===== src/hdl/docking_phase_sequencer_core_assert.svh =====
// assertion macros shared by the sequencer modules
`ifndef DOCKING_PHASE_SEQUENCER_CORE_ASSERT_SVH
`define DOCKING_PHASE_SEQUENCER_CORE_ASSERT_SVH

// same-cycle implication
`define DPS_ASSERT_NOW(label, clk, rst, ante, cons, msg) \
   label: assert property (@(posedge clk) disable iff (rst) (ante) |-> (cons)) \
      else $error(msg);

// next-cycle implication
`define DPS_ASSERT_NEXT(label, clk, rst, ante, cons, msg) \
   label: assert property (@(posedge clk) disable iff (rst) (ante) |=> (cons)) \
      else $error(msg);

`endif


===== src/hdl/dps_pkg.sv =====
`timescale 1ns / 1ps
// ----------------------------------------------------------------------------
// dps_pkg
// types, codes and constants of the docking phase sequencer
// ----------------------------------------------------------------------------
package dps_pkg;

   localparam int MUL_W  = 25;
   localparam int PROD_W = 50;
   localparam int ACC_W  = 51;
   localparam int SQ_W   = 50;
   localparam int DSQ_W  = 46;
   localparam int PROJ_W = 44;
   localparam int NSQ_W  = 48;
   localparam int ROOT_W = 24;
   localparam int U_W    = 18;
   localparam int Q_W    = 17;
   localparam int DREM_W = 25;
   localparam int IDX_W  = 5;

   localparam logic [IDX_W-1:0] MUL_NSQ_LAST = 5'd1;
   localparam logic [IDX_W-1:0] MUL_FIRST_PROJ = 5'd2;
   localparam logic [IDX_W-1:0] MUL_LAST = 5'd17;
   localparam logic [4:0] SQRT_LAST = 5'd23;
   localparam logic [4:0] DIV_LAST = 5'd16;
   localparam logic [24:0] NORM_LIMIT = 25'd4194304;
   localparam logic [22:0] UNSET_DIST = 23'h7FFFFF;

   localparam logic [1:0] FUNC_TICK  = 2'd0;
   localparam logic [1:0] FUNC_START = 2'd1;
   localparam logic [1:0] FUNC_STOP  = 2'd2;

   localparam logic [2:0] PH_IDLE      = 3'd0;
   localparam logic [2:0] PH_TAKEOFF   = 3'd1;
   localparam logic [2:0] PH_APPROACH  = 3'd2;
   localparam logic [2:0] PH_TRACKING  = 3'd3;
   localparam logic [2:0] PH_DOCKING   = 3'd4;
   localparam logic [2:0] PH_COMPLETED = 3'd5;

   localparam logic [2:0] CSR_APPROACH = 3'd0;
   localparam logic [2:0] CSR_TRACKING = 3'd1;
   localparam logic [2:0] CSR_DOCKING  = 3'd2;
   localparam logic [2:0] CSR_SPEED    = 3'd3;
   localparam logic [2:0] CSR_HOVER    = 3'd4;
   localparam logic [2:0] CSR_TERMINAL = 3'd5;
   localparam logic [2:0] CSR_PASSIVE  = 3'd6;

   typedef enum logic [1:0] {
      OP_LOAD = 2'd0,
      OP_ADD  = 2'd1,
      OP_SUB  = 2'd2
   } acc_op_type;

   typedef struct packed {
      logic [1:0]         func;
      logic signed [23:0] rel_pos_x;
      logic signed [23:0] rel_pos_y;
      logic signed [23:0] rel_pos_z;
      logic signed [23:0] rel_vel_x;
      logic signed [23:0] rel_vel_y;
      logic signed [23:0] rel_vel_z;
      logic signed [23:0] target_vel_x;
      logic signed [23:0] target_vel_y;
      logic signed [23:0] carrier_alt;
      logic signed [23:0] target_alt;
      logic [22:0]        rel_distance;
   } req_type;

   typedef struct packed {
      logic [22:0]        approach_distance;
      logic [22:0]        tracking_distance;
      logic [22:0]        docking_distance;
      logic [22:0]        speed_threshold;
      logic signed [23:0] hover_altitude;
      logic signed [23:0] terminal_height;
      logic               passive_mode;
   } cfg_type;

   typedef struct packed {
      logic window;
      logic rigid;
      logic gentle;
      logic capture;
      logic complete;
   } flags_type;

   function automatic acc_op_type mul_op(input logic [IDX_W-1:0] idx);
      acc_op_type op;
      unique case (idx)
         5'd0, 5'd2, 5'd5, 5'd8, 5'd10, 5'd12, 5'd14, 5'd16, 5'd17: op = OP_LOAD;
         5'd11, 5'd15: op = OP_SUB;
         default: op = OP_ADD;
      endcase
      return op;
   endfunction

   function automatic logic [15:0] sat_inc(input logic [15:0] c);
      return (c == 16'hFFFF) ? c : c + 16'd1;
   endfunction

   function automatic logic signed [PROJ_W-1:0] q28(input int c);
      return PROJ_W'(longint'(c) * 64'sd65536);
   endfunction

   function automatic logic band44(input logic signed [PROJ_W-1:0] x,
                                   input logic signed [PROJ_W-1:0] c);
      return (x > -c) && (x < c);
   endfunction

   function automatic logic band25(input logic signed [24:0] x, input logic signed [24:0] c);
      return (x > -c) && (x < c);
   endfunction

endpackage


===== src/hdl/dps_req_if.sv =====
`timescale 1ns / 1ps
// ----------------------------------------------------------------------------
// dps_req_if
// request channel: command and one control tick of measurements
// ----------------------------------------------------------------------------
interface dps_req_if;
   logic               valid;
   logic               ready;
   logic [1:0]         func;
   logic signed [23:0] rel_pos_x;
   logic signed [23:0] rel_pos_y;
   logic signed [23:0] rel_pos_z;
   logic signed [23:0] rel_vel_x;
   logic signed [23:0] rel_vel_y;
   logic signed [23:0] rel_vel_z;
   logic signed [23:0] target_vel_x;
   logic signed [23:0] target_vel_y;
   logic signed [23:0] carrier_alt;
   logic signed [23:0] target_alt;
   logic [22:0]        rel_distance;

   modport source (
      output valid, func, rel_pos_x, rel_pos_y, rel_pos_z, rel_vel_x, rel_vel_y,
             rel_vel_z, target_vel_x, target_vel_y, carrier_alt, target_alt,
             rel_distance,
      input  ready
   );
   modport sink (
      input  valid, func, rel_pos_x, rel_pos_y, rel_pos_z, rel_vel_x, rel_vel_y,
             rel_vel_z, target_vel_x, target_vel_y, carrier_alt, target_alt,
             rel_distance,
      output ready
   );
endinterface


===== src/hdl/dps_rsp_if.sv =====
`timescale 1ns / 1ps
// ----------------------------------------------------------------------------
// dps_rsp_if
// response channel: phase, run flag and closest docking distance
// ----------------------------------------------------------------------------
interface dps_rsp_if;
   logic        valid;
   logic        ready;
   logic [2:0]  phase;
   logic        docking_active;
   logic [22:0] closest_distance;

   modport source (output valid, phase, docking_active, closest_distance, input ready);
   modport sink (input valid, phase, docking_active, closest_distance, output ready);
endinterface


===== src/hdl/dps_calc.sv =====
`timescale 1ns / 1ps
// ----------------------------------------------------------------------------
// dps_calc
// capture window evaluation on one shared multiplier, serial root and divider
// ----------------------------------------------------------------------------
`include "docking_phase_sequencer_core_assert.svh"

module dps_calc import dps_pkg::*; (
   input  logic      clock,
   input  logic      reset,
   input  logic      start,
   input  req_type   req,
   input  cfg_type   cfg,
   output logic      done,
   output flags_type flags
);

   typedef enum logic [5:0] {
      C_IDLE = 6'b000001,
      C_NORM = 6'b000010,
      C_MUL  = 6'b000100,
      C_SQRT = 6'b001000,
      C_DIV  = 6'b010000,
      C_EVAL = 6'b100000
   } calc_state_type;

   calc_state_type state_ff, state_in;

   logic signed [24:0]        ez_ff, ez_in;
   logic signed [24:0]        tx_ff, tx_in, ty_ff, ty_in;
   logic signed [U_W-1:0]     ux_ff, ux_in, uy_ff, uy_in;
   logic signed [PROD_W-1:0]  prod_ff, prod_in;
   logic signed [ACC_W-1:0]   acc_ff, acc_in;
   logic [IDX_W-1:0]          idx_ff, idx_in;
   logic                      ph_ff, ph_in;
   logic [SQ_W-1:0]           err2_ff, err2_in, rv2_ff, rv2_in;
   logic signed [PROJ_W-1:0]  along_ff, along_in, lat_ff, lat_in;
   logic signed [PROJ_W-1:0]  alongs_ff, alongs_in, lats_ff, lats_in;
   logic [DSQ_W-1:0]          dd2_ff, dd2_in, sp2_ff, sp2_in;
   logic [NSQ_W-1:0]          sq_ff, sq_in;
   logic [25:0]               rem_ff, rem_in;
   logic [ROOT_W-1:0]         root_ff, root_in;
   logic [4:0]                cnt_ff, cnt_in;
   logic                      dsel_ff, dsel_in;
   logic [Q_W-1:0]            q_ff, q_in;
   logic [DREM_W-1:0]         drem_ff, drem_in;
   logic                      done_ff, done_in;
   flags_type                 flags_ff, flags_in;

   logic signed [MUL_W-1:0]   op_a, op_b;
   logic signed [ACC_W-1:0]   acc_next;
   logic signed [24:0]        tx0, ty0, px_e, py_e;
   logic [24:0]               atx, aty;
   logic [27:0]               rem2, trial;
   logic [25:0]               cand;
   logic                      qbit;
   logic [Q_W-1:0]            q_next;
   logic signed [U_W-1:0]     u_res;
   logic [55:0]               err25, dd64;
   logic                      near_cap;

   assign px_e = {req.rel_pos_x[23], req.rel_pos_x};
   assign py_e = {req.rel_pos_y[23], req.rel_pos_y};
   assign tx0  = (req.target_vel_x == '0 && req.target_vel_y == '0) ? -px_e
                 : {req.target_vel_x[23], req.target_vel_x};
   assign ty0  = (req.target_vel_x == '0 && req.target_vel_y == '0) ? -py_e
                 : {req.target_vel_y[23], req.target_vel_y};
   assign atx  = tx_ff[24] ? 25'(-tx_ff) : 25'(tx_ff);
   assign aty  = ty_ff[24] ? 25'(-ty_ff) : 25'(ty_ff);

   // operand schedule of the shared multiplier
   always_comb begin
      op_a = '0;
      op_b = '0;
      unique case (idx_ff)
         5'd0:  begin op_a = tx_ff; op_b = tx_ff; end
         5'd1:  begin op_a = ty_ff; op_b = ty_ff; end
         5'd2:  begin op_a = px_e; op_b = px_e; end
         5'd3:  begin op_a = py_e; op_b = py_e; end
         5'd4:  begin op_a = ez_ff; op_b = ez_ff; end
         5'd5:  begin
            op_a = {req.rel_vel_x[23], req.rel_vel_x};
            op_b = {req.rel_vel_x[23], req.rel_vel_x};
         end
         5'd6:  begin
            op_a = {req.rel_vel_y[23], req.rel_vel_y};
            op_b = {req.rel_vel_y[23], req.rel_vel_y};
         end
         5'd7:  begin
            op_a = {req.rel_vel_z[23], req.rel_vel_z};
            op_b = {req.rel_vel_z[23], req.rel_vel_z};
         end
         5'd8:  begin op_a = px_e; op_b = MUL_W'(ux_ff); end
         5'd9:  begin op_a = py_e; op_b = MUL_W'(uy_ff); end
         5'd10: begin op_a = py_e; op_b = MUL_W'(ux_ff); end
         5'd11: begin op_a = px_e; op_b = MUL_W'(uy_ff); end
         5'd12: begin op_a = {req.rel_vel_x[23], req.rel_vel_x}; op_b = MUL_W'(ux_ff); end
         5'd13: begin op_a = {req.rel_vel_y[23], req.rel_vel_y}; op_b = MUL_W'(uy_ff); end
         5'd14: begin op_a = {req.rel_vel_y[23], req.rel_vel_y}; op_b = MUL_W'(ux_ff); end
         5'd15: begin op_a = {req.rel_vel_x[23], req.rel_vel_x}; op_b = MUL_W'(uy_ff); end
         5'd16: begin
            op_a = {2'b00, cfg.docking_distance};
            op_b = {2'b00, cfg.docking_distance};
         end
         5'd17: begin
            op_a = {2'b00, cfg.speed_threshold};
            op_b = {2'b00, cfg.speed_threshold};
         end
         default: begin op_a = '0; op_b = '0; end
      endcase
   end

   always_comb begin
      unique case (mul_op(idx_ff))
         OP_LOAD: acc_next = ACC_W'(prod_ff);
         OP_SUB:  acc_next = acc_ff - ACC_W'(prod_ff);
         default: acc_next = acc_ff + ACC_W'(prod_ff);
      endcase
   end

   // one root step and one divide step
   assign rem2  = {rem_ff, sq_ff[NSQ_W-1 -: 2]};
   assign trial = {2'b00, root_ff, 2'b01};
   assign cand  = (cnt_ff == '0) ? {1'b0, drem_ff} : {drem_ff, 1'b0};
   assign qbit  = cand >= {2'b00, root_ff};
   assign q_next = {q_ff[Q_W-2:0], qbit};
   assign u_res = (dsel_ff ? ty_ff[24] : tx_ff[24]) ? -U_W'({1'b0, q_next})
                  : U_W'({1'b0, q_next});

   assign err25 = {6'b0, err2_ff} + {2'b0, err2_ff, 4'b0} + {3'b0, err2_ff, 3'b0};
   assign dd64  = {4'b0, dd2_ff, 6'b0};
   assign near_cap = err2_ff < SQ_W'(737 * 737) && along_ff > -q28(492) &&
                     along_ff < q28(492) && band44(lat_ff, q28(573)) &&
                     band25(ez_ff, 25'sd328);

   always_comb begin
      state_in  = state_ff;
      ez_in     = ez_ff;
      tx_in     = tx_ff;
      ty_in     = ty_ff;
      ux_in     = ux_ff;
      uy_in     = uy_ff;
      prod_in   = prod_ff;
      acc_in    = acc_ff;
      idx_in    = idx_ff;
      ph_in     = ph_ff;
      err2_in   = err2_ff;
      rv2_in    = rv2_ff;
      along_in  = along_ff;
      lat_in    = lat_ff;
      alongs_in = alongs_ff;
      lats_in   = lats_ff;
      dd2_in    = dd2_ff;
      sp2_in    = sp2_ff;
      sq_in     = sq_ff;
      rem_in    = rem_ff;
      root_in   = root_ff;
      cnt_in    = cnt_ff;
      dsel_in   = dsel_ff;
      q_in      = q_ff;
      drem_in   = drem_ff;
      done_in   = 1'b0;
      flags_in  = flags_ff;
      unique case (state_ff)
         C_IDLE: begin
            if (start) begin
               ez_in = {req.rel_pos_z[23], req.rel_pos_z} -
                       {cfg.terminal_height[23], cfg.terminal_height};
               tx_in = tx0;
               ty_in = ty0;
               ph_in = 1'b0;
               if (tx0 == '0 && ty0 == '0) begin
                  // unit x fallback
                  ux_in    = U_W'(65536);
                  uy_in    = '0;
                  idx_in   = MUL_FIRST_PROJ;
                  state_in = C_MUL;
               end else begin
                  idx_in   = '0;
                  state_in = C_NORM;
               end
            end
         end
         C_NORM: begin
            if (atx < NORM_LIMIT && aty < NORM_LIMIT) begin
               tx_in = tx_ff <<< 1;
               ty_in = ty_ff <<< 1;
            end else begin
               state_in = C_MUL;
            end
         end
         C_MUL: begin
            if (!ph_ff) begin
               prod_in = op_a * op_b;
               ph_in   = 1'b1;
            end else begin
               acc_in = acc_next;
               ph_in  = 1'b0;
               idx_in = idx_ff + 5'd1;
               unique case (idx_ff)
                  5'd1:  sq_in = acc_next[NSQ_W-1:0];
                  5'd4:  err2_in = acc_next[SQ_W-1:0];
                  5'd7:  rv2_in = acc_next[SQ_W-1:0];
                  5'd9:  along_in = acc_next[PROJ_W-1:0];
                  5'd11: lat_in = acc_next[PROJ_W-1:0];
                  5'd13: alongs_in = acc_next[PROJ_W-1:0];
                  5'd15: lats_in = acc_next[PROJ_W-1:0];
                  5'd16: dd2_in = acc_next[DSQ_W-1:0];
                  5'd17: sp2_in = acc_next[DSQ_W-1:0];
                  default: ;
               endcase
               if (idx_ff == MUL_NSQ_LAST) begin
                  rem_in   = '0;
                  root_in  = '0;
                  cnt_in   = '0;
                  state_in = C_SQRT;
               end else if (idx_ff == MUL_LAST) begin
                  state_in = C_EVAL;
               end
            end
         end
         C_SQRT: begin
            sq_in = sq_ff << 2;
            if (rem2 >= trial) begin
               rem_in  = 26'(rem2 - trial);
               root_in = {root_ff[ROOT_W-2:0], 1'b1};
            end else begin
               rem_in  = rem2[25:0];
               root_in = {root_ff[ROOT_W-2:0], 1'b0};
            end
            cnt_in = cnt_ff + 5'd1;
            if (cnt_ff == SQRT_LAST) begin
               cnt_in   = '0;
               dsel_in  = 1'b0;
               q_in     = '0;
               drem_in  = atx;
               state_in = C_DIV;
            end
         end
         C_DIV: begin
            q_in    = q_next;
            drem_in = qbit ? DREM_W'(cand - {2'b00, root_ff}) : cand[DREM_W-1:0];
            cnt_in  = cnt_ff + 5'd1;
            if (cnt_ff == DIV_LAST) begin
               cnt_in = '0;
               q_in   = '0;
               if (!dsel_ff) begin
                  ux_in   = u_res;
                  dsel_in = 1'b1;
                  drem_in = aty;
               end else begin
                  uy_in    = u_res;
                  idx_in   = MUL_FIRST_PROJ;
                  ph_in    = 1'b0;
                  state_in = C_MUL;
               end
            end
         end
         C_EVAL: begin
            flags_in.window = (err25 < dd64 || err2_ff < SQ_W'(7782 * 7782)) &&
                              band44(lat_ff, q28(5939)) && along_ff > q28(819) &&
                              along_ff < q28(11469) && req.rel_pos_z > 24'sd2458 &&
                              req.rel_pos_z < 24'sd5530 && band44(lats_ff, q28(9830));
            flags_in.rigid = err2_ff < SQ_W'(573 * 573) && band44(along_ff, q28(410)) &&
                             band44(lat_ff, q28(410)) && band25(ez_ff, 25'sd328) &&
                             band44(alongs_ff, q28(1843)) && band44(lats_ff, q28(1843)) &&
                             band25({req.rel_vel_z[23], req.rel_vel_z}, 25'sd1638);
            flags_in.gentle = near_cap && band44(alongs_ff, q28(2458)) &&
                              band44(lats_ff, q28(2458)) &&
                              band25({req.rel_vel_z[23], req.rel_vel_z}, 25'sd1434);
            flags_in.capture = near_cap && band44(alongs_ff, q28(2662)) &&
                               band44(lats_ff, q28(2662)) &&
                               band25({req.rel_vel_z[23], req.rel_vel_z}, 25'sd1434);
            flags_in.complete = err2_ff < {4'b0, dd2_ff} && err2_ff < SQ_W'(819 * 819) &&
                                rv2_ff < {4'b0, sp2_ff};
            done_in  = 1'b1;
            state_in = C_IDLE;
         end
         default: state_in = C_IDLE;
      endcase
   end

   always_ff @(posedge clock) begin
      if (reset) begin
         state_ff <= C_IDLE;
         done_ff  <= 1'b0;
         ph_ff    <= 1'b0;
         idx_ff   <= '0;
         cnt_ff   <= '0;
         dsel_ff  <= 1'b0;
      end else begin
         state_ff <= state_in;
         done_ff  <= done_in;
         ph_ff    <= ph_in;
         idx_ff   <= idx_in;
         cnt_ff   <= cnt_in;
         dsel_ff  <= dsel_in;
      end
   end

   always_ff @(posedge clock) begin
      ez_ff     <= ez_in;
      tx_ff     <= tx_in;
      ty_ff     <= ty_in;
      ux_ff     <= ux_in;
      uy_ff     <= uy_in;
      prod_ff   <= prod_in;
      acc_ff    <= acc_in;
      err2_ff   <= err2_in;
      rv2_ff    <= rv2_in;
      along_ff  <= along_in;
      lat_ff    <= lat_in;
      alongs_ff <= alongs_in;
      lats_ff   <= lats_in;
      dd2_ff    <= dd2_in;
      sp2_ff    <= sp2_in;
      sq_ff     <= sq_in;
      rem_ff    <= rem_in;
      root_ff   <= root_in;
      q_ff      <= q_in;
      drem_ff   <= drem_in;
      flags_ff  <= flags_in;
   end

   assign done  = done_ff;
   assign flags = flags_ff;

   `DPS_ASSERT_NOW(a_div_nonzero, clock, reset, state_ff == C_DIV, root_ff != '0, "divide by zero root")
   `DPS_ASSERT_NEXT(a_done_pulse, clock, reset, done_ff, !done_ff && state_ff == C_IDLE, "done not a single pulse")
   `DPS_ASSERT_NOW(a_start_idle, clock, reset, start, state_ff == C_IDLE, "start while busy")

endmodule


===== src/hdl/docking_phase_sequencer_core.sv =====
`timescale 1ns / 1ps
// ----------------------------------------------------------------------------
// docking_phase_sequencer_core
// phase sequencer for a two-vehicle docking run
// ----------------------------------------------------------------------------
// One request at a time. Start, stop and ticks taken while no run is active
// go straight to the apply state and respond from there; the next request is
// taken only after the response is loaded. A tick during a run goes through
// the capture window unit: one 25x25 multiplier shared over 18 products, a
// 24-step square root and two 17-step divisions for the track direction,
// plus up to 22 doubling steps. A tick whose track and horizontal error are
// both zero uses unit x and skips the doubling, the root and the divisions.
// A response may wait in its output register while the next request is taken.
`include "docking_phase_sequencer_core_assert.svh"

module docking_phase_sequencer_core import dps_pkg::*; #(
   parameter int CONTROL_RATE = 50
) (
   input  logic        clock,
   input  logic        reset,
   dps_req_if.sink     req_chan,
   dps_rsp_if.source   rsp_chan,
   input  logic        csr_wr_en,
   input  logic [2:0]  csr_index,
   input  logic [23:0] csr_wdata
);

   localparam int COMP_RAW   = CONTROL_RATE * 35 / 100;
   localparam int COMP_STEPS = (COMP_RAW < 1) ? 1 : COMP_RAW;
   localparam int CAPT_RAW   = CONTROL_RATE * 6 / 100;
   localparam int CAPT_STEPS = (CAPT_RAW < 2) ? 2 : CAPT_RAW;
   localparam int REL_STEPS  = CONTROL_RATE * 4 / 5;

   typedef enum logic [2:0] {
      ST_IDLE  = 3'b001,
      ST_CALC  = 3'b010,
      ST_APPLY = 3'b100
   } top_state_type;

   top_state_type state_ff, state_in;
   req_type     req_ff;
   cfg_type     cfg_ff;
   logic [2:0]  phase_ff, phase_in;
   logic        active_ff, active_in;
   logic [15:0] dock_ff, dock_in, comp_ff, comp_in, capt_ff, capt_in;
   logic [22:0] min_ff, min_in;
   logic        start_ff;
   logic        rsp_valid_ff;
   logic [2:0]  rsp_phase_ff;
   logic        rsp_active_ff;
   logic [22:0] rsp_dist_ff;

   logic        accept, slot_free, calc_done;
   flags_type   flags;
   logic [22:0] rel_dist, min_upd;
   logic [15:0] dock_inc, comp_inc, capt_inc;
   logic [26:0] dist5, ad6, td12;
   logic signed [24:0] calt_err, talt_err;

   assign req_chan.ready = (state_ff == ST_IDLE);
   assign accept    = req_chan.valid && req_chan.ready;
   assign slot_free = !rsp_valid_ff || rsp_chan.ready;

   dps_calc u_calc (
      .clock (clock),
      .reset (reset),
      .start (start_ff),
      .req   (req_ff),
      .cfg   (cfg_ff),
      .done  (calc_done),
      .flags (flags)
   );

   assign rel_dist = req_ff.rel_distance;
   assign min_upd  = (rel_dist < min_ff) ? rel_dist : min_ff;
   assign dock_inc = sat_inc(dock_ff);
   assign comp_inc = (flags.complete || flags.capture) ? sat_inc(comp_ff) : '0;
   assign capt_inc = flags.capture ? sat_inc(capt_ff) : '0;
   assign dist5    = ({4'b0, rel_dist} << 2) + {4'b0, rel_dist};
   assign ad6      = ({4'b0, cfg_ff.approach_distance} << 2) +
                     ({4'b0, cfg_ff.approach_distance} << 1);
   assign td12     = ({4'b0, cfg_ff.tracking_distance} << 3) +
                     ({4'b0, cfg_ff.tracking_distance} << 2);
   assign calt_err = {req_ff.carrier_alt[23], req_ff.carrier_alt} -
                     {cfg_ff.hover_altitude[23], cfg_ff.hover_altitude};
   assign talt_err = {req_ff.target_alt[23], req_ff.target_alt} -
                     {cfg_ff.hover_altitude[23], cfg_ff.hover_altitude};

   // phase update for the held request
   always_comb begin
      phase_in  = phase_ff;
      active_in = active_ff;
      dock_in   = dock_ff;
      comp_in   = comp_ff;
      capt_in   = capt_ff;
      min_in    = min_ff;
      unique case (req_ff.func)
         FUNC_START: begin
            if (!active_ff) begin
               active_in = 1'b1;
               phase_in  = cfg_ff.passive_mode ? PH_APPROACH : PH_TAKEOFF;
               dock_in   = '0;
               comp_in   = '0;
               capt_in   = '0;
               min_in    = UNSET_DIST;
            end
         end
         FUNC_STOP: begin
            active_in = 1'b0;
            phase_in  = PH_IDLE;
            dock_in   = '0;
            comp_in   = '0;
            capt_in   = '0;
            min_in    = UNSET_DIST;
         end
         FUNC_TICK: begin
            if (active_ff) begin
               unique case (phase_ff)
                  PH_TAKEOFF: begin
                     dock_in = '0;
                     comp_in = '0;
                     capt_in = '0;
                     if (band25(calt_err, 25'sd614) &&
                         (cfg_ff.passive_mode || band25(talt_err, 25'sd614)))
                        phase_in = PH_APPROACH;
                  end
                  PH_APPROACH: begin
                     dock_in = '0;
                     comp_in = '0;
                     capt_in = '0;
                     if (rel_dist < cfg_ff.approach_distance) phase_in = PH_TRACKING;
                  end
                  PH_TRACKING: begin
                     dock_in = '0;
                     comp_in = '0;
                     capt_in = '0;
                     if ((cfg_ff.passive_mode && flags.window) ||
                         (!cfg_ff.passive_mode && rel_dist < cfg_ff.tracking_distance)) begin
                        phase_in = PH_DOCKING;
                        min_in   = rel_dist;
                     end else if (dist5 > ad6) begin
                        phase_in = PH_APPROACH;
                     end
                  end
                  PH_DOCKING: begin
                     dock_in = dock_inc;
                     min_in  = min_upd;
                     comp_in = comp_inc;
                     capt_in = capt_inc;
                     if (comp_inc >= 16'(COMP_STEPS) || capt_inc >= 16'(CAPT_STEPS) ||
                         (cfg_ff.passive_mode && (flags.rigid || flags.gentle))) begin
                        phase_in = PH_COMPLETED;
                     end else if (dock_inc > 16'(REL_STEPS) && dist5 > td12 &&
                                  rel_dist > 23'd73728 &&
                                  {1'b0, rel_dist} > {1'b0, min_upd} + 24'd24576) begin
                        // drifted away, back to tracking
                        phase_in = PH_TRACKING;
                        dock_in  = '0;
                        comp_in  = '0;
                        capt_in  = '0;
                     end
                  end
                  default: ;
               endcase
            end
         end
         default: ;
      endcase
   end

   always_comb begin
      state_in = state_ff;
      unique case (state_ff)
         ST_IDLE: begin
            if (accept)
               state_in = (req_chan.func == FUNC_TICK && active_ff) ? ST_CALC : ST_APPLY;
         end
         ST_CALC:  if (calc_done) state_in = ST_APPLY;
         ST_APPLY: if (slot_free) state_in = ST_IDLE;
         default:  state_in = ST_IDLE;
      endcase
   end

   always_ff @(posedge clock) begin
      if (reset) begin
         state_ff     <= ST_IDLE;
         start_ff     <= 1'b0;
         phase_ff     <= PH_IDLE;
         active_ff    <= 1'b0;
         dock_ff      <= '0;
         comp_ff      <= '0;
         capt_ff      <= '0;
         min_ff       <= UNSET_DIST;
         rsp_valid_ff <= 1'b0;
         cfg_ff.approach_distance <= 23'd20480;
         cfg_ff.tracking_distance <= 23'd8192;
         cfg_ff.docking_distance  <= 23'd2048;
         cfg_ff.speed_threshold   <= 23'd3277;
         cfg_ff.hover_altitude    <= 24'sd6144;
         cfg_ff.terminal_height   <= 24'sd819;
         cfg_ff.passive_mode      <= 1'b0;
      end else begin
         state_ff <= state_in;
         start_ff <= accept && req_chan.func == FUNC_TICK && active_ff;
         if (state_ff == ST_APPLY && slot_free) begin
            phase_ff     <= phase_in;
            active_ff    <= active_in;
            dock_ff      <= dock_in;
            comp_ff      <= comp_in;
            capt_ff      <= capt_in;
            min_ff       <= min_in;
            rsp_valid_ff <= 1'b1;
         end else if (rsp_chan.ready) begin
            rsp_valid_ff <= 1'b0;
         end
         if (csr_wr_en) begin
            unique case (csr_index)
               CSR_APPROACH: cfg_ff.approach_distance <= csr_wdata[22:0];
               CSR_TRACKING: cfg_ff.tracking_distance <= csr_wdata[22:0];
               CSR_DOCKING:  cfg_ff.docking_distance  <= csr_wdata[22:0];
               CSR_SPEED:    cfg_ff.speed_threshold   <= csr_wdata[22:0];
               CSR_HOVER:    cfg_ff.hover_altitude    <= csr_wdata;
               CSR_TERMINAL: cfg_ff.terminal_height   <= csr_wdata;
               CSR_PASSIVE:  cfg_ff.passive_mode      <= csr_wdata[0];
               default: ;
            endcase
         end
      end
   end

   always_ff @(posedge clock) begin
      if (accept) begin
         req_ff.func         <= req_chan.func;
         req_ff.rel_pos_x    <= req_chan.rel_pos_x;
         req_ff.rel_pos_y    <= req_chan.rel_pos_y;
         req_ff.rel_pos_z    <= req_chan.rel_pos_z;
         req_ff.rel_vel_x    <= req_chan.rel_vel_x;
         req_ff.rel_vel_y    <= req_chan.rel_vel_y;
         req_ff.rel_vel_z    <= req_chan.rel_vel_z;
         req_ff.target_vel_x <= req_chan.target_vel_x;
         req_ff.target_vel_y <= req_chan.target_vel_y;
         req_ff.carrier_alt  <= req_chan.carrier_alt;
         req_ff.target_alt   <= req_chan.target_alt;
         req_ff.rel_distance <= req_chan.rel_distance;
      end
      if (state_ff == ST_APPLY && slot_free) begin
         rsp_phase_ff  <= phase_in;
         rsp_active_ff <= active_in;
         rsp_dist_ff   <= min_in;
      end
   end

   assign rsp_chan.valid            = rsp_valid_ff;
   assign rsp_chan.phase            = rsp_phase_ff;
   assign rsp_chan.docking_active   = rsp_active_ff;
   assign rsp_chan.closest_distance = rsp_dist_ff;

   `DPS_ASSERT_NOW(a_idle_when_off, clock, reset, !active_ff, phase_ff == PH_IDLE, "phase set without a run")
   `DPS_ASSERT_NOW(a_done_in_calc, clock, reset, calc_done, state_ff == ST_CALC, "calc result outside calc")
   `DPS_ASSERT_NEXT(a_rsp_from_apply, clock, reset, state_ff == ST_APPLY && slot_free, rsp_valid_ff, "response not loaded")

endmodule

===== src/flat_wrapper.sv =====
// flat-port wrapper written by rule: the top's interface ports become plain ports
module docking_phase_sequencer_core_flat import dps_pkg::*;
#(
   parameter int CONTROL_RATE = 50
)
  (clock, reset, csr_wr_en, csr_index, csr_wdata, req_chan_valid, req_chan_func, req_chan_rel_pos_x, req_chan_rel_pos_y, req_chan_rel_pos_z, req_chan_rel_vel_x, req_chan_rel_vel_y, req_chan_rel_vel_z, req_chan_target_vel_x, req_chan_target_vel_y, req_chan_carrier_alt, req_chan_target_alt, req_chan_rel_distance, req_chan_ready, rsp_chan_valid, rsp_chan_phase, rsp_chan_docking_active, rsp_chan_closest_distance, rsp_chan_ready);
  dps_req_if req_chan_i ();
  dps_rsp_if rsp_chan_i ();
  input  logic clock;
  input  logic reset;
  input  logic csr_wr_en;
  input  logic [2:0] csr_index;
  input  logic [23:0] csr_wdata;
  input wire logic [$bits(req_chan_i.valid)-1:0] req_chan_valid;
  input wire logic [$bits(req_chan_i.func)-1:0] req_chan_func;
  input wire logic [$bits(req_chan_i.rel_pos_x)-1:0] req_chan_rel_pos_x;
  input wire logic [$bits(req_chan_i.rel_pos_y)-1:0] req_chan_rel_pos_y;
  input wire logic [$bits(req_chan_i.rel_pos_z)-1:0] req_chan_rel_pos_z;
  input wire logic [$bits(req_chan_i.rel_vel_x)-1:0] req_chan_rel_vel_x;
  input wire logic [$bits(req_chan_i.rel_vel_y)-1:0] req_chan_rel_vel_y;
  input wire logic [$bits(req_chan_i.rel_vel_z)-1:0] req_chan_rel_vel_z;
  input wire logic [$bits(req_chan_i.target_vel_x)-1:0] req_chan_target_vel_x;
  input wire logic [$bits(req_chan_i.target_vel_y)-1:0] req_chan_target_vel_y;
  input wire logic [$bits(req_chan_i.carrier_alt)-1:0] req_chan_carrier_alt;
  input wire logic [$bits(req_chan_i.target_alt)-1:0] req_chan_target_alt;
  input wire logic [$bits(req_chan_i.rel_distance)-1:0] req_chan_rel_distance;
  output wire logic [$bits(req_chan_i.ready)-1:0] req_chan_ready;
  output wire logic [$bits(rsp_chan_i.valid)-1:0] rsp_chan_valid;
  output wire logic [$bits(rsp_chan_i.phase)-1:0] rsp_chan_phase;
  output wire logic [$bits(rsp_chan_i.docking_active)-1:0] rsp_chan_docking_active;
  output wire logic [$bits(rsp_chan_i.closest_distance)-1:0] rsp_chan_closest_distance;
  input wire logic [$bits(rsp_chan_i.ready)-1:0] rsp_chan_ready;
  assign req_chan_i.valid = req_chan_valid;
  assign req_chan_i.func = req_chan_func;
  assign req_chan_i.rel_pos_x = req_chan_rel_pos_x;
  assign req_chan_i.rel_pos_y = req_chan_rel_pos_y;
  assign req_chan_i.rel_pos_z = req_chan_rel_pos_z;
  assign req_chan_i.rel_vel_x = req_chan_rel_vel_x;
  assign req_chan_i.rel_vel_y = req_chan_rel_vel_y;
  assign req_chan_i.rel_vel_z = req_chan_rel_vel_z;
  assign req_chan_i.target_vel_x = req_chan_target_vel_x;
  assign req_chan_i.target_vel_y = req_chan_target_vel_y;
  assign req_chan_i.carrier_alt = req_chan_carrier_alt;
  assign req_chan_i.target_alt = req_chan_target_alt;
  assign req_chan_i.rel_distance = req_chan_rel_distance;
  assign req_chan_ready = req_chan_i.ready;
  assign rsp_chan_valid = rsp_chan_i.valid;
  assign rsp_chan_phase = rsp_chan_i.phase;
  assign rsp_chan_docking_active = rsp_chan_i.docking_active;
  assign rsp_chan_closest_distance = rsp_chan_i.closest_distance;
  assign rsp_chan_i.ready = rsp_chan_ready;
  docking_phase_sequencer_core #(.CONTROL_RATE(CONTROL_RATE)) u_core (.clock(clock), .reset(reset), .req_chan(req_chan_i), .rsp_chan(rsp_chan_i), .csr_wr_en(csr_wr_en), .csr_index(csr_index), .csr_wdata(csr_wdata));
endmodule

===== config.mk =====
export PLATFORM = sky130hd
export DESIGN_NAME = docking_phase_sequencer_core_flat
export DESIGN_NICKNAME = d
export VERILOG_FILES = /design/src/hdl/dps_pkg.sv /design/src/hdl/dps_req_if.sv /design/src/hdl/dps_rsp_if.sv /design/src/hdl/dps_calc.sv /design/src/hdl/docking_phase_sequencer_core.sv /design/src/flat_wrapper.sv
export VERILOG_INCLUDE_DIRS = /design/src /design/src/hdl
export SDC_FILE = /design/constraint.sdc
export NUM_CORES = 2
export LEC_CHECK = 0
export BUFFER_PORTS_ARGS = -buffer_cell sky130_fd_sc_hd__buf_4
export CORE_ASPECT_RATIO = 1.75
export CORE_UTILIZATION = 55
export DETAILED_ROUTE_END_ITERATION = 8
export GPL_TIMING_DRIVEN = 1
export PLACE_DENSITY = 0.72
export SETUP_SLACK_MARGIN = 0.05
export SYNTH_ARGS = -nofsm -noshare
export SYNTH_HDL_FRONTEND = slang
export SYNTH_SLANG_ARGS = --single-unit

===== constraint.sdc =====
create_clock -name clock -period 10.6 [get_ports clock]
set_input_delay 0.53 -clock clock [delete_from_list [all_inputs] [get_ports clock]]
set_output_delay 0.53 -clock clock [all_outputs]
set_load 0.01 [all_outputs]

# Word level (Yosys, flattened, before mapping)
# Memories as Yosys holds them, arrays and structs flattened. A register that Yosys moved wholly into a read port is not among the register bits.
# Index checks and enable logic that the tools add are counted.
# totals
regBits,1256
rom_bits,64
inputBits,297
out_inout_bits,29
wordCells,451
mem_count,1
# mem_list
memory,depth,width,rd,rd_ports_with_merged_regs,wr,line_no,rtl
(no name shown),32,2,1,1,0,dps_pkg.sv:89,unique case (idx)
# op_classes
add_sub_neg,23
multipliers,1
magnitude_cmp,59
eq_ne,61
muxes,123
bitwise_logic,1
reduce_logical,120
# ops
operator,count
2-to-1 mux 25 bit,12
one-hot mux 25 bit (12 select lines),1
2-to-1 mux 16 bit,17
one-hot mux 25 bit (10 select lines),1
"> comparator 44 x 29 -> 1 bit, second input constant",4
"less-than comparator 44 x 29 -> 1 bit, second input constant",4
2-to-1 mux 18 bit,9
one-hot mux 25 bit (2 select lines),3
one-hot mux 16 bit (3 select lines),3
"> comparator 44 x 26 -> 1 bit, second input constant",3
"less-than comparator 44 x 26 -> 1 bit, second input constant",3
one-hot mux 16 bit (2 select lines),4
2-to-1 mux 26 bit,4
one-hot mux 51 bit (2 select lines),1
"less-than comparator 50 x 20 -> 1 bit, second input constant",2
less-than comparator 50 x 46 -> 1 bit,2
negation 25 bit,4
2-to-1 mux 48 bit,2
one-hot mux 48 bit (2 select lines),1
2-to-1 mux 23 bit,4
"> comparator 44 x 27 -> 1 bit, second input constant",2
"> comparator 44 x 28 -> 1 bit, second input constant",2
"less-than comparator 44 x 28 -> 1 bit, second input constant",2
"less-than comparator 44 x 31 -> 1 bit, second input constant",2
96 further kinds,296

# Longest topological paths before layout
# logic_depth
word_depth,11
mapped_depth,39
ltp_nobuf,36

# Hierarchy
# A second synthesis with hierarchy kept.
# hier_totals
hier_cells,10202
hier_area_um2,99624.3
# modules_own_cells
module,n_inst,cells_each,area_per_inst_um2
dps_calc,1,7054,70017.2
docking_phase_sequencer_core,1,3148,29607.1

# Worst setup path before layout
# Ideal clock, no wire load.
# synth_timing
kind,register to register
from,register u_core.u_calc.idx_ff[4]
to,register u_core.u_calc.prod_ff[48] (data pin)
arrival_ps,9221
t_required_ps,10342
path_slack_ps,1121
stages_incl_launch_ff,38
path_cell_list,dfxtp_1 -> clkbuf_1 -> buf_1 -> buf_1 -> mux2i_1 -> o21ai_0 -> a221o_1 -> a211o_1 -> clkbuf_1 -> nand2_1 -> clkbuf_1 -> nor2_1 -> fa_1 -> inv_1 -> fa_1 -> inv_1 -> fa_1 -> inv_1 -> [... 2 more ...] -> fa_1 -> fa_1 -> inv_1 -> fa_1 -> inv_1 -> ha_1 -> nand3_1 -> a2111oi_0 -> a221oi_1 -> o21ai_0 -> a311oi_1 -> nor3_1 -> nor3_1 -> nor2_1 -> a211oi_1 -> o41ai_1 -> a21oi_1 -> xnor2_1
# synth_between
elab_chain_len,4
# synth_rtl
item,line_no,rtl
start: declaration,dps_calc.sv:34,"logic [IDX_W-1:0] idx_ff, idx_in;"
start signal: assignment,dps_calc.sv:295,idx_ff <= idx_in;
== test 5 x 4 -> 1 bit (tied with other cells),dps_calc.sv:75,unique case (idx_ff)
OR reduction 4 bit (no source line) / OR reduction 3 bit (equally long branches),-,
one-hot mux 25 bit (12 select lines) / one-hot mux 25 bit (10 select lines) (equally long branches),dps_calc.sv:75,
multiplier 25 x 25 -> 50 bit *,dps_calc.sv:194,prod_in = op_a * op_b;
end signal: assignment,dps_calc.sv:307,prod_ff <= prod_in;
end: declaration,dps_calc.sv:32,"logic signed [PROD_W-1:0] prod_ff, prod_in;"
# Every way passes the cells marked *; elsewhere a longest branch is shown, timed or not.
# A chain may end at the register's enable or synchronous reset.

# Worst setup path in the final report
# layout_timing
from,register u_core.u_calc.idx_ff[0]
to,register u_core.u_calc.prod_ff[49] (data pin)
# The elaborated chain is that of the path after synthesis.

==> impl_metrics.env <==
export IMPL_run_status="finished, final reports clean"
export IMPL_die_h_um=562.9
export IMPL_worstHoldEndpoint="u_core.cfg_ff[24]$_SDFFE_PP0P_"
export IMPL_hold_crit_start="csr_wdata[23]"
export IMPL_postSynthCellCount=10102
export IMPL_floorplan_initialDensity_pct=55.47
export IMPL_routabilityCongestion=1.053
export IMPL_average_detailed_routed_wire_length_per_instance_um=24.96
export IMPL_final_cell_area_um2=111400
export IMPL_post_route_cells_drive_above_1_share_pct=8.682
export IMPL_cts_max_level=3
export IMPL_num_rows=205
export IMPL_number_of_antenna_violations_at_the_first_check_in_global_routing=9
export IMPL_grt_pass1_wl_mm=492.7
export IMPL_dr_wl_met3_mm=22.66
export IMPL_total_congestion_overflow_after_global_routing=0
export IMPL_detail_route_drc_violations=0
export IMPL_yosys_top_cells_area="edfxtp_1 (31%), fa_1 (14%), ha_1 (9.9%)"
export IMPL_port_buffer_count=325
export IMPL_clk_latency_ns=0.79
export IMPL_met2WireLength_mm=161.1
export IMPL_hold_path_depth=3
export IMPL_clock_sinks=1257
export IMPL_synth_enable_flop_cells=1015
export IMPL_finalWorstPathRequiredPeriod_ns=10.12
export IMPL_nets=12437
export IMPL_r2r_end="u_core.u_calc.prod_ff[49]$_DFFE_PP_"
export IMPL_totalWireLength_mm=327.9
export IMPL_routed_via_density=6.117
export IMPL_final_max_slew_viol_count=0
export IMPL_syn_area_um2=98880
export IMPL_timing_slew_headroom_pct=14.65
export IMPL_worst_path_largest_cell_delay_ns=0.59
export IMPL_number_of_max_cap_violations=0
export IMPL_asyncSetResetFlopFracSynth_pct=0
export IMPL_hp_class="in -> reg"
export IMPL_yosysTopAreaCellShare_pct=30.82
export IMPL_drtPass1Iterations=7
export IMPL_wl_met1_mm=114.1
export IMPL_worst_setup_hold_path_clk_slew_ns=0.06
export IMPL_highest_layer="met5"
export IMPL_final_min_period_over_clock_period_pct=95.45
export IMPL_chip_width_um=322.5
export IMPL_setup_repair_bufs_after_cts=0
export IMPL_clockRootBuffer="clkbuf_16"
export IMPL_synth_seq_cells=1257
export IMPL_area_growth_synth_to_final_pct=12.64
export IMPL_synth_nets=11897
export IMPL_worst_setup_path_type="reg -> reg"
export IMPL_worstPathArrival_ns=10.58
export IMPL_worst_slew_pin_slew_ns=1.280
export IMPL_route_antenna_remaining_nets=0
export IMPL_floorplan_io_pins=326
export IMPL_fp_coreArea_um2=178300
export IMPL_worstRegToRegCells=35
export IMPL_avgSynthCellArea_um2=9.789
export IMPL_worst_setup_path_start_kind="flop"
export IMPL_yosysTopAreaCell="edfxtp_1"
export IMPL_yosysWarningCount=0
export IMPL_worstSetupEndpointType="flop"
export IMPL_cts_buffer_depth=3
export IMPL_grt_setup_unrepaired="true"
export IMPL_grt_pass1_vias=82967
export IMPL_gr_usage_all_layers_pct=36.19
export IMPL_dieArea_um2=181600
export IMPL_cts_buffers=116
export IMPL_dr_total_vias=80330
export IMPL_finalSetupViolCount=0
export IMPL_crit_reg2reg_launch="u_core.u_calc.idx_ff[0]$_SDFFE_PP0P_"
export IMPL_clock_tree_from_tritoncts="done"
export IMPL_cpMostUsedCell="fa_1"
export IMPL_worst_endpoint_required_ns=11.07
export IMPL_setup_reg_to_reg_worst_slack_ns=0.48
export IMPL_dominant_register_cell_in_the_synthesized_netlist="edfxtp_1"
export IMPL_final_setup_skew_ns=0.07897
export IMPL_place_hpwl_mm=255.1
export IMPL_yosysSeqAreaShare_pct=35.72
export IMPL_setup_tns_ns=0
export IMPL_postPlaceCellArea_um2=104700
export IMPL_cell_variety_after_synth=96
export IMPL_crit_path_max_fanout=13
export IMPL_hold_viol=0
export IMPL_grt_max_degree=168
export IMPL_max_clock_freq_ghz=0.09884
export IMPL_critPathSlowestCell="fa_1"
export IMPL_detailedRoute_firstIterationViolations=6946
-- cells in the final DEF, fill, tap and decap left out, types with 32 or more instances in the layout --
master         netlist  final
inv_1             1163   1160
nand2_1           1083   1080
edfxtp_1          1015   1015
ha_1               786    786
nor2_1             793    781
fa_1               712    712
a21oi_1            660    654
buf_4                2    521
o21ai_0            370    366
xnor2_1            280    280
dlygate4sd3_1        0    265
dfxtp_1            242    241
nand3_1            214    214
nor3_1             216    206
a21o_1             188    188
xor2_1             154    154
nand4_1            132    132
nor4_1             132    129
clkbuf_16            0    117
nand2b_1            97     97
o21a_1              89     89
a31oi_1             88     88
nor2b_1             87     86
a22oi_1             86     86
and3_1              79     76
mux2i_1             73     72
mux2_2              70     70
or3_1               69     69
a211oi_1            70     69
o31ai_1             61     60
and2_1              58     58
o211ai_1            56     56
or2_2               39     39
o21bai_1            39     38
a221o_1             36     36
a221oi_1            33     32
-- sequential cells by signal, summed over array words and instances (netlist names), 46 cells and up, named ones only --
signal	cells
u_core.u_calc.rv2_ff	50
u_core.req_ff	242
u_core.u_calc.err2_ff	50
u_core.u_calc.prod_ff	50
u_core.cfg_ff	141
u_core.u_calc.sp2_ff	46
u_core.u_calc.dd2_ff	46
u_core.u_calc.sq_ff	48
u_core.u_calc.acc_ff	50
-- cell usage after synthesis, drive strengths merged, types with 23 or more instances --
cell / number
a211oi: 70
ha: 786
o21a: 89
inv: 1163
mux2i: 73
fa: 712
and3: 79
xor2: 154
nand2b: 97
nor3: 218
buf: 30
edfxtp: 1015
a221o: 36
nand4: 133
nor3b: 29
o21ai: 380
a22oi: 86
a221oi: 33
nor2: 794
dfxtp: 242
o41ai: 24
clkbuf: 336
o21bai: 39
o31ai: 62
nor2b: 87
and2: 58
or3: 69
or4: 23
nor4: 133
nand3: 215
a21o: 188
a21oi: 660
a22o: 27
or2: 39
mux2: 70
a31oi: 88
a211o: 31
xnor2: 280
o211ai: 56
nand2: 1083
-- per-stage QoR --
step                utilization (%)  hold slack (ns)  instances  setup slack [ns]
CTS                           62.46         0.005003      13126            0.4054
global placement              58.71           0.4416      12638            0.3115
finish                        62.48          0.04703      13133            0.4826
detailed placement            58.72           0.4465      12639            0.5011
floorplan                         -           0.4360      10102             1.121
global route                  62.47          0.03163      13129           0.02708
-- routing by layer --
metal | global-route usage, % | vias to the layer above
li1 | - | 36522
met1 | 39.48 | 39236
met4 | 27.62 | 6
met3 | 5.937 | 1130
met2 | 62.65 | 3436
met5 | 0 | -
-- critical path: cells and delay by family (launching register included) --
kind	cells	cell delay (ns)
XOR/XNOR	1	0.14
AO/OA/AOI/OAI	12	2.56
flip-flops	1	0.43
adder cells (fa/ha/maj)	9	4.02
AND/OR/NAND/NOR	6	1.81
buffers and inverters	7	0.82
-- area by class of cell --
class / instances / area [um^2]
diodes: 7 / 17.52
multi-input cells: 7313 / 58070
repair buffers: 788 / 6595
clock buffers: 152 / 3182
clock inverters: 70 / 829.5
well taps: 2380 / 2978
fillers: 14738 / 66880
inverters: 1166 / 4384
flip-flops and latches: 1257 / 35330
-- logic make-up after synthesis --
kind of cell    Yosys count  share of synthesized area, %
compound gates         2100                         13.81
xor+xnor                434                         3.844
fa+ha+maj              1498                         24.36
buf+inv                1532                         5.841
flops                  1257                         35.72
mux                     143                         1.536
simple gates           3138                         14.88
-- repair_timing --
action,in CTS,in global routing
endpoints found under the hold margin,265,0
hold buffers,265,0
endpoints found under the setup margin,0,8
resized for setup,0,5
-- worst max-delay path by stage --
| stage | startpoint | to | cells after the start |
|---|---|---|---|
| final | u_core.u_calc.idx_ff[0]$_SDFFE_PP0P_ | u_core.u_calc.prod_ff[49]$_DFFE_PP_ | 35 |
| after global routing | u_core.u_calc.idx_ff[0]$_SDFFE_PP0P_ | u_core.u_calc.prod_ff[49]$_DFFE_PP_ | 33 |
| after CTS | u_core.u_calc.idx_ff[0]$_SDFFE_PP0P_ | u_core.u_calc.prod_ff[49]$_DFFE_PP_ | 35 |
| after detailed placement | u_core.u_calc.idx_ff[0]$_SDFFE_PP0P_ | u_core.u_calc.prod_ff[49]$_DFFE_PP_ | 35 |
| after global placement | u_core.u_calc.idx_ff[0]$_SDFFE_PP0P_ | u_core.u_calc.prod_ff[48]$_DFFE_PP_ | 27 |
| after floorplan | u_core.u_calc.idx_ff[4]$_SDFFE_PP0P_ | u_core.u_calc.prod_ff[48]$_DFFE_PP_ | 37 |
Power is not shown: default switching activity piles up to over one toggle a cycle in this logic, so the estimate is an artifact.
